$ cat src/sv/nhs_pkg.sv
`default_nettype none
package nhs_pkg;

   localparam int FRAC_BITS_DEF       = 16;
   localparam int LOG_TABLE_DEPTH_DEF = 64;
   localparam int NUM_COLS            = 6;

   localparam logic [2:0] ROW_STRESS = 3'd0;
   localparam logic [2:0] ROW_LAST   = 3'd6;

   localparam logic CSR_SHEAR_MODULUS = 1'b0;
   localparam logic CSR_LAME_LAMBDA   = 1'b1;

   // Tensor indices of the Voigt components xx, yy, zz, xy, yz, xz.
   localparam logic [1:0] VOIGT_I [NUM_COLS] = '{2'd0, 2'd1, 2'd2, 2'd0, 2'd1, 2'd0};
   localparam logic [1:0] VOIGT_J [NUM_COLS] = '{2'd0, 2'd1, 2'd2, 2'd1, 2'd2, 2'd2};

   typedef struct packed {
      logic [NUM_COLS-1:0][31:0] b;
      logic [30:0]               j;
   } item_type;

   typedef struct packed {
      logic       valid;
      logic [2:0] row;
      item_type   item;
   } issue_type;

   // Voigt slot of the symmetric component b_ik.
   function automatic logic [2:0] comp_slot(input logic [1:0] i, input logic [1:0] k);
      logic [2:0] s;
      s = 3'(i) + 3'(k);
      if (i == k) begin
         return 3'(i);
      end else if (s == 3'd1) begin
         return 3'd3;
      end else if (s == 3'd3) begin
         return 3'd4;
      end else begin
         return 3'd5;
      end
   endfunction

   // Round half up by a right shift of s bits, then saturate to 32 bits.
   function automatic logic signed [31:0] rnd_sat(input logic signed [71:0] v, input int s);
      logic signed [71:0] h;
      logic signed [71:0] t;
      h = (s > 0) ? (72'sd1 <<< (s - 1)) : 72'sd0;
      t = (v + h) >>> s;
      if (t > 72'sd2147483647) begin
         return 32'sh7fffffff;
      end else if (t < -72'sd2147483648) begin
         return 32'sh80000000;
      end else begin
         return t[31:0];
      end
   endfunction

endpackage
`default_nettype wire

$ cat src/sv/nhs_seq.sv
`default_nettype none
module nhs_seq (
   input  wire logic              clock,
   input  wire logic              reset,
   input  wire logic              in_valid,
   output logic                   in_ready,
   input  wire nhs_pkg::item_type in_item,
   input  wire logic              issue_ready,
   output nhs_pkg::issue_type     issue
);

   nhs_pkg::item_type item_ff, item_in;
   logic              hold_ff, hold_in;
   logic [2:0]        row_ff, row_in;
   logic              done;

   // The held point frees up in the cycle that its last row is issued.
   assign done     = hold_ff && issue_ready && (row_ff == nhs_pkg::ROW_LAST);
   assign in_ready = !hold_ff || done;

   always_comb begin
      item_in = item_ff;
      hold_in = hold_ff;
      row_in  = row_ff;
      if (hold_ff && issue_ready) begin
         row_in = row_ff + 3'd1;
         if (done) begin
            hold_in = 1'b0;
         end
      end
      if (in_valid && in_ready) begin
         item_in = in_item;
         hold_in = 1'b1;
         row_in  = nhs_pkg::ROW_STRESS;
      end
   end

   always_ff @(posedge clock) begin
      if (reset) begin
         hold_ff <= 1'b0;
         row_ff  <= nhs_pkg::ROW_STRESS;
      end else begin
         hold_ff <= hold_in;
         row_ff  <= row_in;
      end
      item_ff <= item_in;
   end

   assign issue.valid = hold_ff;
   assign issue.row   = row_ff;
   assign issue.item  = item_ff;

   assert property (@(posedge clock) disable iff (reset)
      hold_ff |-> row_ff <= nhs_pkg::ROW_LAST)
      else $error("row counter past last row");
   assert property (@(posedge clock) disable iff (reset)
      (in_valid && in_ready) |=> (hold_ff && row_ff == nhs_pkg::ROW_STRESS))
      else $error("accepted point does not start at the stress row");
   assert property (@(posedge clock) disable iff (reset)
      done |=> !hold_ff || row_ff == nhs_pkg::ROW_STRESS)
      else $error("sequencer did not release after last row");

endmodule
`default_nettype wire

$ cat config.mk
export PLATFORM = sky130hd
export DESIGN_NAME = nhs_seq
export DESIGN_NICKNAME = d
export VERILOG_FILES = /design/src/sv/nhs_pkg.sv /design/src/sv/nhs_seq.sv
export SDC_FILE = /design/constraint.sdc
export NUM_CORES = 1
export LEC_CHECK = 0
export BUFFER_PORTS_ARGS = -buffer_cell sky130_fd_sc_hd__buf_4
export CORE_AREA = 2 2 179 181
export DETAILED_ROUTE_END_ITERATION = 12
export DIE_AREA = 0 0 181 183
export HOLD_SLACK_MARGIN = 0.02
export SETUP_SLACK_MARGIN = 0.4
export SLEW_MARGIN = 0
export SYNTH_ARGS = -nofsm -noshare
export SYNTH_HDL_FRONTEND = slang
export SYNTH_SLANG_ARGS = --single-unit
$ cat constraint.sdc
create_clock -name clock -period 7.8 [get_ports clock]
set_input_delay 1.56 -clock clock [delete_from_list [all_inputs] [get_ports clock]]
set_output_delay 1.56 -clock clock [all_outputs]
set_load 0.02 [all_outputs]
### Word-level counts from Yosys, hierarchy flattened

Cells that the tools add are included.

* register bits after elaboration: 227
* bits in latches: 0
* bits in writable memories: 0
* bits in read-only memories: 0
* bits of input ports: 227
* output and inout bits: 228
* word-level logic and storage cells: 23
* memories: 0

* add/subtract/negate cells: 1
* multiply operators: 0
* divide/modulo/power cells: 0
* magnitude comparators: 0
* eq/ne operators: 1
* shift-type cells: 0
* mux-type cells: 3
* bitwise logic cells: 0
* reductions and logical operators: 9

Operators with widths (count)
* 2-bit nonzero test: 2
* 3-bit by 1-bit adder with 3-bit output (second input constant): 1
* 3-bit equality test (second input constant): 1
* 1-bit logical AND: 3
* 1-bit two-way mux: 3
* 2-bit AND reduction: 1
* 2-bit OR reduction: 1
* 1-bit logical NOT: 1
* 1-bit logical OR: 1

### Longest topological paths before layout

Gate-level depths: netlist (run 1).

* word-level depth: 6
* depth in mapped cells: 5

### Least setup slack after synthesis (run 1)

OpenSTA, ideal clock, no wires.

* path kind: input -> register
* start: in issue_ready
* end: reg item_ff, in the netlist issue[0] (enable)
* arrival time: 7542 ps
* data required time: 7137 ps
* setup slack: -405 ps
* stages on the path: 2
* cells stage by stage: nand3_2 a21boi_2

* word-level cells in the longest chain between the ends: 4

RTL lines
* start: declaration: RTL line nhs_seq.sv:8 `input wire logic issue_ready,`
* 1-bit logical AND (2 in a row): RTL line nhs_seq.sv:18 `assign done = hold_ff && issue_ready && (row_ff == nhs_pkg::ROW_LAST);`
* 1-bit logical OR: RTL line nhs_seq.sv:19 `assign in_ready = !hold_ff || done;`
* 1-bit logical AND: RTL line nhs_seq.sv:31 `if (in_valid && in_ready) begin`
* end signal: assignment: RTL line nhs_seq.sv:46 `item_ff <= item_in;`
* end: declaration: RTL line nhs_seq.sv:12 `nhs_pkg::item_type item_ff, item_in;`

No other way between the ends.
A chain may end at the register's enable or synchronous reset.

### Worst setup path in the final report (run 1)

* start: in issue_ready
* end: out in_ready

* word-level cells in the longest chain between the ends: 3

RTL lines
* 1-bit logical AND (2 in a row): RTL line nhs_seq.sv:18
* 1-bit logical OR: RTL line nhs_seq.sv:19
* end: declaration: RTL line nhs_seq.sv:6 `output logic in_ready,`

No other way between the ends.

==> results of run 1 <==
per-stage QoR:
step	area, um^2	utilization	setup slack, ns	hold WS, ns
finish	11600	0.372	4.20	0.572
global route	11600	0.372	4.13	0.586
CTS	11600	0.372	4.20	0.565
detailed placement	10800	0.347	3.81	0.551
global placement	10800	0.347	3.84	0.551
floorplan	6910	-	1.95	0.582
sequential cells by signal (all words and copies together) (netlist names):
| register | flops |
|---|---|
| row_ff | 3 |
| hold_ff | 1 |
| issue | 223 |
worst reg2reg max path, stage by stage, from the launching register on:
cell,delay [ns]
dfxtp_1,0.32
inv_1,0.09
ha_1,0.17
nand3_2,0.12
a21boi_4,0.20
buf_12,0.53
buf_4,1.11
final cells by class:
type	instances	share of cell area
inverter	1	0.000323
timing repair buffer	456	0.296
antenna	1	0.000215
multi-input combinational	16	0.0104
clock inverter	15	0.0114
sequential	227	0.583
tap	402	0.0433
clock buffer	30	0.0555
Yosys cell counts:
cell type | n | area, um^2
xnor2_1 | 1 | 8.76
nor3_1 | 2 | 10.0
edfxtp_1 | 223 | 6700
dfxtp_1 | 4 | 80.1
buf_4 | 1 | 7.51
a21oi_1 | 2 | 10.0
nor2_1 | 1 | 3.75
nand3_1 | 1 | 5.00
and3_2 | 1 | 7.51
xor2_1 | 1 | 8.76
nand2_1 | 2 | 7.51
ha_1 | 2 | 25.0
inv_1 | 1 | 3.75
a21boi_2 | 1 | 11.3
nor4_1 | 1 | 6.26
nand3_2 | 1 | 10.0
logic make-up after synthesis:
kind of cell    count (synthesis)
flops                         227
compound gates                  3
fa+ha+maj                       2
xor+xnor                        2
simple gates                    9
buf+inv                         2
where the power goes:
part | internal, mW | switching [mW]
clock network | 0.655 | 0.461
registers | 1.42 | 0.0205
logic | 0.148 | 0.159
worst max-delay path by stage:
stage / startpoint / endpoint / slack [ns] / depth (start not counted)
6_report: issue_ready / in_ready / 4.20 / 4
5_1_grt: issue_ready / issue[120] / 4.13 / 5
4_1_cts: issue_ready / in_ready / 4.20 / 4
3_5_place_dp: issue_ready / issue[168] / 3.81 / 5
3_3_place_gp: issue_ready / issue[64] / 3.84 / 5
2_1_floorplan: issue_ready / issue[0] / 1.95 / 2
metal layers:
layer	routed length (um)	share of wire	global-route usage
met5	0	0	0
met2	10300	0.50	0.199
met4	607	0.029	0.0423
met3	2390	0.12	0.0508
met1	7390	0.36	0.128
placed cells by master, fill, tap and decap left out, types with 2 or more instances in the layout:
cell and instances:
clkinvlp_4 2, a21oi_1 2, buf_4 455, dfxtp_1 4, ha_1 2, bufinv_16 2, clkinv_2 5, nand2_1 2
clkinv_1 4, edfxtp_1 223, nor3_1 2, clkbuf_1 5, clkbuf_16 25
==> flow_summary.ini, run 1 <==
[drt]
wirelength_um = 20700
wl_per_cell_um = 18.0
drtIter0Drc = 185
antenna_left = 0
dr.pass1.iters = 4
drc = 0
via_per_inst = 3.74
via_count = 4297

[sta]
max_freq_mhz = 278
fin_crit_ns = 3.60
fin_tns_setup_ns = 0
relSlewSlack = 0.304
maxSlewViolCount = 0
rsz0062_at_grt = no
hold_viol = 0
finalCritPeriodShare = 0.461
finalSetupViolCount = 0
finalClockSkew_ns = 0.0192
worst_pin_slew_ns = 1.04

[clock_network]
cts_sinks = 227
cts_buffers = 25
cts_tree = yes
ctsResizeCount = 0
h-tree-depth = 1
ctsHoldBuffers = 0
cts_setup_buffers = 0
clkTransAtPathRegs_ns = 0.06
worstSkewPairLatency_ns = 0.52
clock_path_buffers = 3
cts-root-buf = clkbuf_16

[die]
start_util = 0.221
ioPinCount = 455
die_y_um = 183
die-area_mm2 = 0.0331
fp.coreArea_mm2 = 0.0312
num_rows = 65
die_w_um = 181

[global_routing]
grt_remaining_overflow = 0
grt_pass1_vias = 4570
grt_usage = 0.116
antenna_found_initial = 1
grt_pass1_wl_um = 28400
grt_max_degree = 145

[placement]
place_hpwl_um = 16100
gp_congestion = 0.763
portBuffers = 454
placed_cells = 1102

[final_layout]
fillers = 2989
final_cells = 1148
drive_gt1_frac = 0.664
multi_input_area_um2 = 121
final_nets = 956
area_delta_synth_final_pct = 68.4
seqCellArea_mm2 = 0.00678

[power_and_ir_drop]
power.leakage_nw = 4.78
ir_drop_uv = 184
total_power_mw = 2.87
powerDensity_mw_per_mm2 = 247

[yosys]
muxShareOfSynthArea = 0
synth_xor_area_frac = 0.00254
yosys_warnings = 0
synthSimpleGateAreaFrac = 0.00725
synth_top_family_by_area = simple AND/OR/NAND/NOR gates
synth_nets = 474
synth_adder_area_share = 0.00363
syn_avg_cell_area_um2 = 28.2
syn_inst = 245
synth_compound_area_frac = 0.00308
seq_area_frac_synth = 0.982
ys_ff_latch = 227
yosysUniqueCellTypes = 16
syn_area_mm2 = 0.00690

[worst_hold_path]
hp-start = row_ff[1]
hold_depth = 2
hold_path.class = flip-flop to flip-flop
worstHoldEndpoint = row_ff[1]

[worst_setup_path]
worstSetupStartpointType = input port
crit_chain = buf_4 -> nand3_2 -> nand2_1 -> buf_4
critical_path_class = input port to output port
max_stage_delay_ns = 0.17
crit_required_ns = 6.24
reg2regPathDepth = 6
r2r_slack_ns = 4.81
crit_slowest_cell = buf_4
cpMostUsedCell = buf_4
r2r_start = row_ff[0]
timing.rr.end = issue[173]
arrival_ns = 2.04
crit_family = buffers and inverters
end_kind = output port
worst-path-buf-inv = 2
critPathMaxFanout = 5

[run_status]
status = finished clean

[run]
maxCapViolations = 0
(Power assumes the default switching activity.)
==> run 2: changes to the inputs <==
==> constraint.sdc (replaced) <==
create_clock -name clock -period 3.1 [get_ports clock]
set_input_delay 0.62 -clock clock [delete_from_list [all_inputs] [get_ports clock]]
set_output_delay 0.62 -clock clock [all_outputs]
set_load 0.02 [all_outputs]
==> run 2 against run 1 <==
  * Setup slack got worse by 3.2 ns
  * Critical endpoint unchanged
  * Utilization decreased by 0.14 points
  * Largest cell class unchanged
  * Cell area decreased by 0.38%
  * Global-route usage decreased by 0.74 points
  * Combinational power increased to 2.5 times the previous value
==> flow_summary.ini, run 2 (same netlist as run 1, synthesis figures left out) <==
[clock_network]
cts_tree = yes
clock_path_buffers = 3
cts_setup_buffers = 0
h-tree-depth = 1
worstSkewPairLatency_ns = 0.51
ctsHoldBuffers = 0
ctsResizeCount = 0
cts-root-buf = clkbuf_16
cts_buffers = 25
clkTransAtPathRegs_ns = 0.06
cts_sinks = 227

[die]
die_y_um = 183
start_util = 0.221
die-area_mm2 = 0.0331
num_rows = 65
ioPinCount = 455
die_w_um = 181
fp.coreArea_mm2 = 0.0312

[worst_setup_path]
crit_required_ns = 2.48
critPathMaxFanout = 3
r2r_slack_ns = 1.20
worstSetupStartpointType = flip-flop
arrival_ns = 1.43
end_kind = output port
critical_path_class = flip-flop to output port

[final_layout]
final_cells = 1146
final_nets = 956
fin_util = 0.371
layout_common_cells = buf_4, edfxtp_1, clkbuf_16, clkbuf_1, clkinv_2
design_area_mm2 = 0.0116
drive_gt1_frac = 0.665
n_antenna_cell = 0
largest_reg_flops = 223
area_delta_synth_final_pct = 67.7
layout_commonest_cell = buf_4

[power_and_ir_drop]
power.leakage_nw = 4.75
total_power_mw = 7.02
ir_drop_uv = 449
powerDensity_mw_per_mm2 = 606

[placement]
place_hpwl_um = 14900
place_ws_ns = 1.07
gp_congestion = 0.734
portBuffers = 454
placed_cells = 1102
place_area_mm2 = 0.0109

[global_routing]
grt_remaining_overflow = 0
grt_usage = 0.109
grt_pass1_wl_um = 27200
grt_max_degree = 115
antenna_found_initial = 0
grt_pass1_vias = 4537

[sta]
whs_ns = 0.280
rsz0062_at_grt = no
max_freq_mhz = 487
finalSetupViolCount = 0
worst_pin_slew_ns = 0.691
fin_tns_setup_ns = 0
finalCritPeriodShare = 0.662
fin_crit_ns = 2.05
finalClockSkew_ns = 0.00518
hold_viol = 0
maxSlewViolCount = 0
layout_setup_ws_ns = 1.05
relSlewSlack = 0.540

[run]
maxCapViolations = 0

[run_status]
status = finished clean

[drt]
antenna_left = 0
drtIter0Drc = 194
wirelength_um = 19700
routed.top_layer = met4
dr.pass1.iters = 5
wl_met2_um = 9440
via_per_inst = 3.77
routedLengthMet1_um = 6790
wl_met3_um = 3010
via_count = 4323
wl_per_cell_um = 17.2
drc = 0

[worst_hold_path]
hold_path.class = input port to flip-flop
-- run 2: cell types whose count changed in the layout (fill, tap and decap cells not counted), moves of 2 or more --
cell / before / now
clkbuf_1: 5 / 9
dfxtp_2: 0 / 2
bufinv_16: 2 / 0
dfxtp_1: 4 / 2
-- run 2: report_power, final --
part,total [mW],internal (mW),switching [mW]
Combinational,0.773,0.375,0.399
Sequential,3.63,3.58,0.0506
Clock,2.61,1.48,1.13
Total,7.02,5.43,1.58
-- run 2: per-layer routing --
layer,up-vias,global-route usage
li1,1954,-
met1,2028,0.113
met2,308,0.182
met3,33,0.0641
met4,0,0.0384
met5,-,0
-- run 2: area by class of cell --
class | instances | area [um^2]
Clock buffer | 34 | 659
Clock inverter | 10 | 51.3
Fill cell | 2961 | 19700
Inverter | 1 | 3.75
Multi-Input combinational cell | 16 | 131
Sequential cell | 227 | 6780
Tap cell | 402 | 503
Timing Repair Buffer | 456 | 3450
-- run 2: worst paths after layout --
| check | cells past startpoint | endpoint | startpoint |
|---|---|---|---|
| setup reg to reg | 5 | issue[184] | row_ff[0] |
| setup / recovery | 5 | in_ready | row_ff[0] |
| hold / removal | 1 | issue[10] | in_item[10] |
| hold reg to reg | 2 | row_ff[1] | row_ff[1] |
-- run 2: worst max-delay path, stage by stage, from the launching register on --
cell     delay (ns)
dfxtp_2        0.35
inv_2          0.05
ha_2           0.19
nand3_4        0.10
nand2_1        0.07
buf_4          0.17
==> run 3: changes to the inputs <==
==> constraint.sdc (replaced) <==
create_clock -name clock -period 2 [get_ports clock]
set_input_delay 0.4 -clock clock [delete_from_list [all_inputs] [get_ports clock]]
set_output_delay 0.4 -clock clock [all_outputs]
set_load 0.02 [all_outputs]
==> run 3 against run 2 <==
  * Register-to-register slack got worse by 0.94 ns
  * Hold slack lost 0.22 ns
  * Clock power up 67%
==> flow_summary.ini, run 3 (same netlist as run 1, synthesis figures left out) <==
[run_status]
status = finished clean

[power_and_ir_drop]
total_power_mw = 11.6
ir_drop_uv = 656
p_switching_mw = 2.60
p_seq_frac = 0.486
intPower_mw = 8.98
power.share.clock = 0.376
powerDensity_mw_per_mm2 = 888
swShare = 0.225
power.leakage_nw = 5.43
comb_power_share = 0.139

[drt]
wirelength_um = 23000
via_per_inst = 3.81
wl_per_cell_um = 18.7
drtIter0Drc = 186
drc = 0
antenna_left = 0
dr.pass1.iters = 6
via_count = 4687

[sta]
max_freq_mhz = 570
whs_ns = 0.0595
fin_crit_ns = 1.75
finalClockSkew_ns = 0.0123
relSlewSlack = 0.833
worst_pin_slew_ns = 0.250
finalSetupViolCount = 0
maxSlewViolCount = 0
finalCritPeriodShare = 0.877
rsz0062_at_grt = yes
hold_viol = 0

[final_layout]
layout_commonest_cell = buf_4
seqCellArea_mm2 = 0.00679
design_area_mm2 = 0.0130
n_antenna_cell = 0
area_delta_synth_final_pct = 89.0
final_nets = 1040
multi_input_area_um2 = 164
drive_gt1_frac = 0.682
largest_reg_flops = 223
fin_util = 0.418
layout_common_cells = buf_4, edfxtp_1, clkbuf_16, dlygate4sd3_1, buf_8
fillers = 2821

[global_routing]
grt_pass1_wl_um = 30000
grt_pass1_vias = 4791
antenna_found_initial = 0
grt_remaining_overflow = 0
grt_max_degree = 26
grt_usage = 0.122

[worst_setup_path]
crit_slowest_cell = dfxtp_4
worstSetupStartpointType = flip-flop
cp_num_cells = 5
reg2regPathDepth = 8
critical_path_class = flip-flop to output port
worst-path-buf-inv = 2
critPathMaxFanout = 3
max_stage_delay_ns = 0.36
r2r_slack_ns = 0.26
timing.rr.end = issue[42]
crit_family = flip-flops
arrival_ns = 1.35
r2r_start = row_ff[0]
crit_required_ns = 1.60
cp-endpoint = in_ready
end_kind = output port
crit_start = row_ff[0]
crit_chain = inv_4 -> ha_4 -> nand3_4 -> nand2_4 -> buf_6

[clock_network]
cts-root-buf = clkbuf_16
clock_path_buffers = 3
cts_sinks = 227
cts_buffers = 25
h-tree-depth = 1
worstSkewPairLatency_ns = 0.52
cts_tree = yes
clkTransAtPathRegs_ns = 0.06

[die]
num_rows = 65
die_y_um = 183
die_w_um = 181
start_util = 0.221
ioPinCount = 455
fp.coreArea_mm2 = 0.0312
die-area_mm2 = 0.0331

[placement]
gp_congestion = 0.766
portBuffers = 454
place_hpwl_um = 16100
place_area_mm2 = 0.0111

[worst_hold_path]
hp-start = in_item[220]
hold_path.class = input port to flip-flop

[run]
maxCapViolations = 0
==> run 3: changes by cell type in the layout (fill, tap and decap cells not counted), sizes merged <==
cell,previous run,this run
clkinv,8,12
inv,1,2
bufinv,0,2
dlygate4sd3,0,20
clkinvlp,2,1
buf,456,506
clkbuf,34,43
==> run 3: routing by layer <==
metal	GRT usage	part of all wire
met5	0	0
met4	0.0380	0.019
met2	0.216	0.51
met1	0.132	0.35
met3	0.0520	0.12
==> run 3: worst min-delay path by stage <==
stage / to / slack, ns / depth (start not counted)
finish: issue[220] / 0.06 / 1
global route: issue[147] / 0.02 / 1
CTS: issue[10] / 0.02 / 1
detailed placement: row_ff[1] / 0.56 / 2
global placement: row_ff[1] / 0.56 / 2
floorplan: row_ff[1] / 0.47 / 1
==> run 3: what timing repair did <==
item                       in CTS  in global routing
setup endpoints to repair     181                213
hold buffers                    4                 16
resized for setup              20                 46
setup buffers                  19                  6
pin swaps                       4                  1
hold endpoints to repair        4                 16
cloned                          6                 17
==> run 3: per-stage QoR <==
step,TNS [ns],cells,setup WS [ns]
after floorplan,-638.50,245,-2.83
after global placement,0,1118,0.292
after detailed placement,0,1118,0.247
after CTS,0,1192,0.210
after global routing,0,1231,0.159
final,0,1231,0.246
==> run 3: area by class of cell <==
| class | count | share of cell area |
|---|---|---|
| multi-input combinational | 16 | 0.0126 |
| timing repair buffer | 540 | 0.369 |
| sequential | 227 | 0.520 |
| tap | 402 | 0.0386 |
| inverter | 1 | 0.000480 |
| clock buffer | 29 | 0.0491 |
| clock inverter | 16 | 0.0105 |
==> run 3: power groups by stage <==
stage          clock network (mW)  logic, mW  registers [mW]
2_1_floorplan                   0      0.101            6.07
3_3_place_gp                    0       1.26            5.71
3_5_place_dp                    0       1.27            5.72
4_1_cts                      4.50       1.41            5.63
5_1_grt                      4.70       1.69            5.64
6_report                     4.35       1.61            5.62
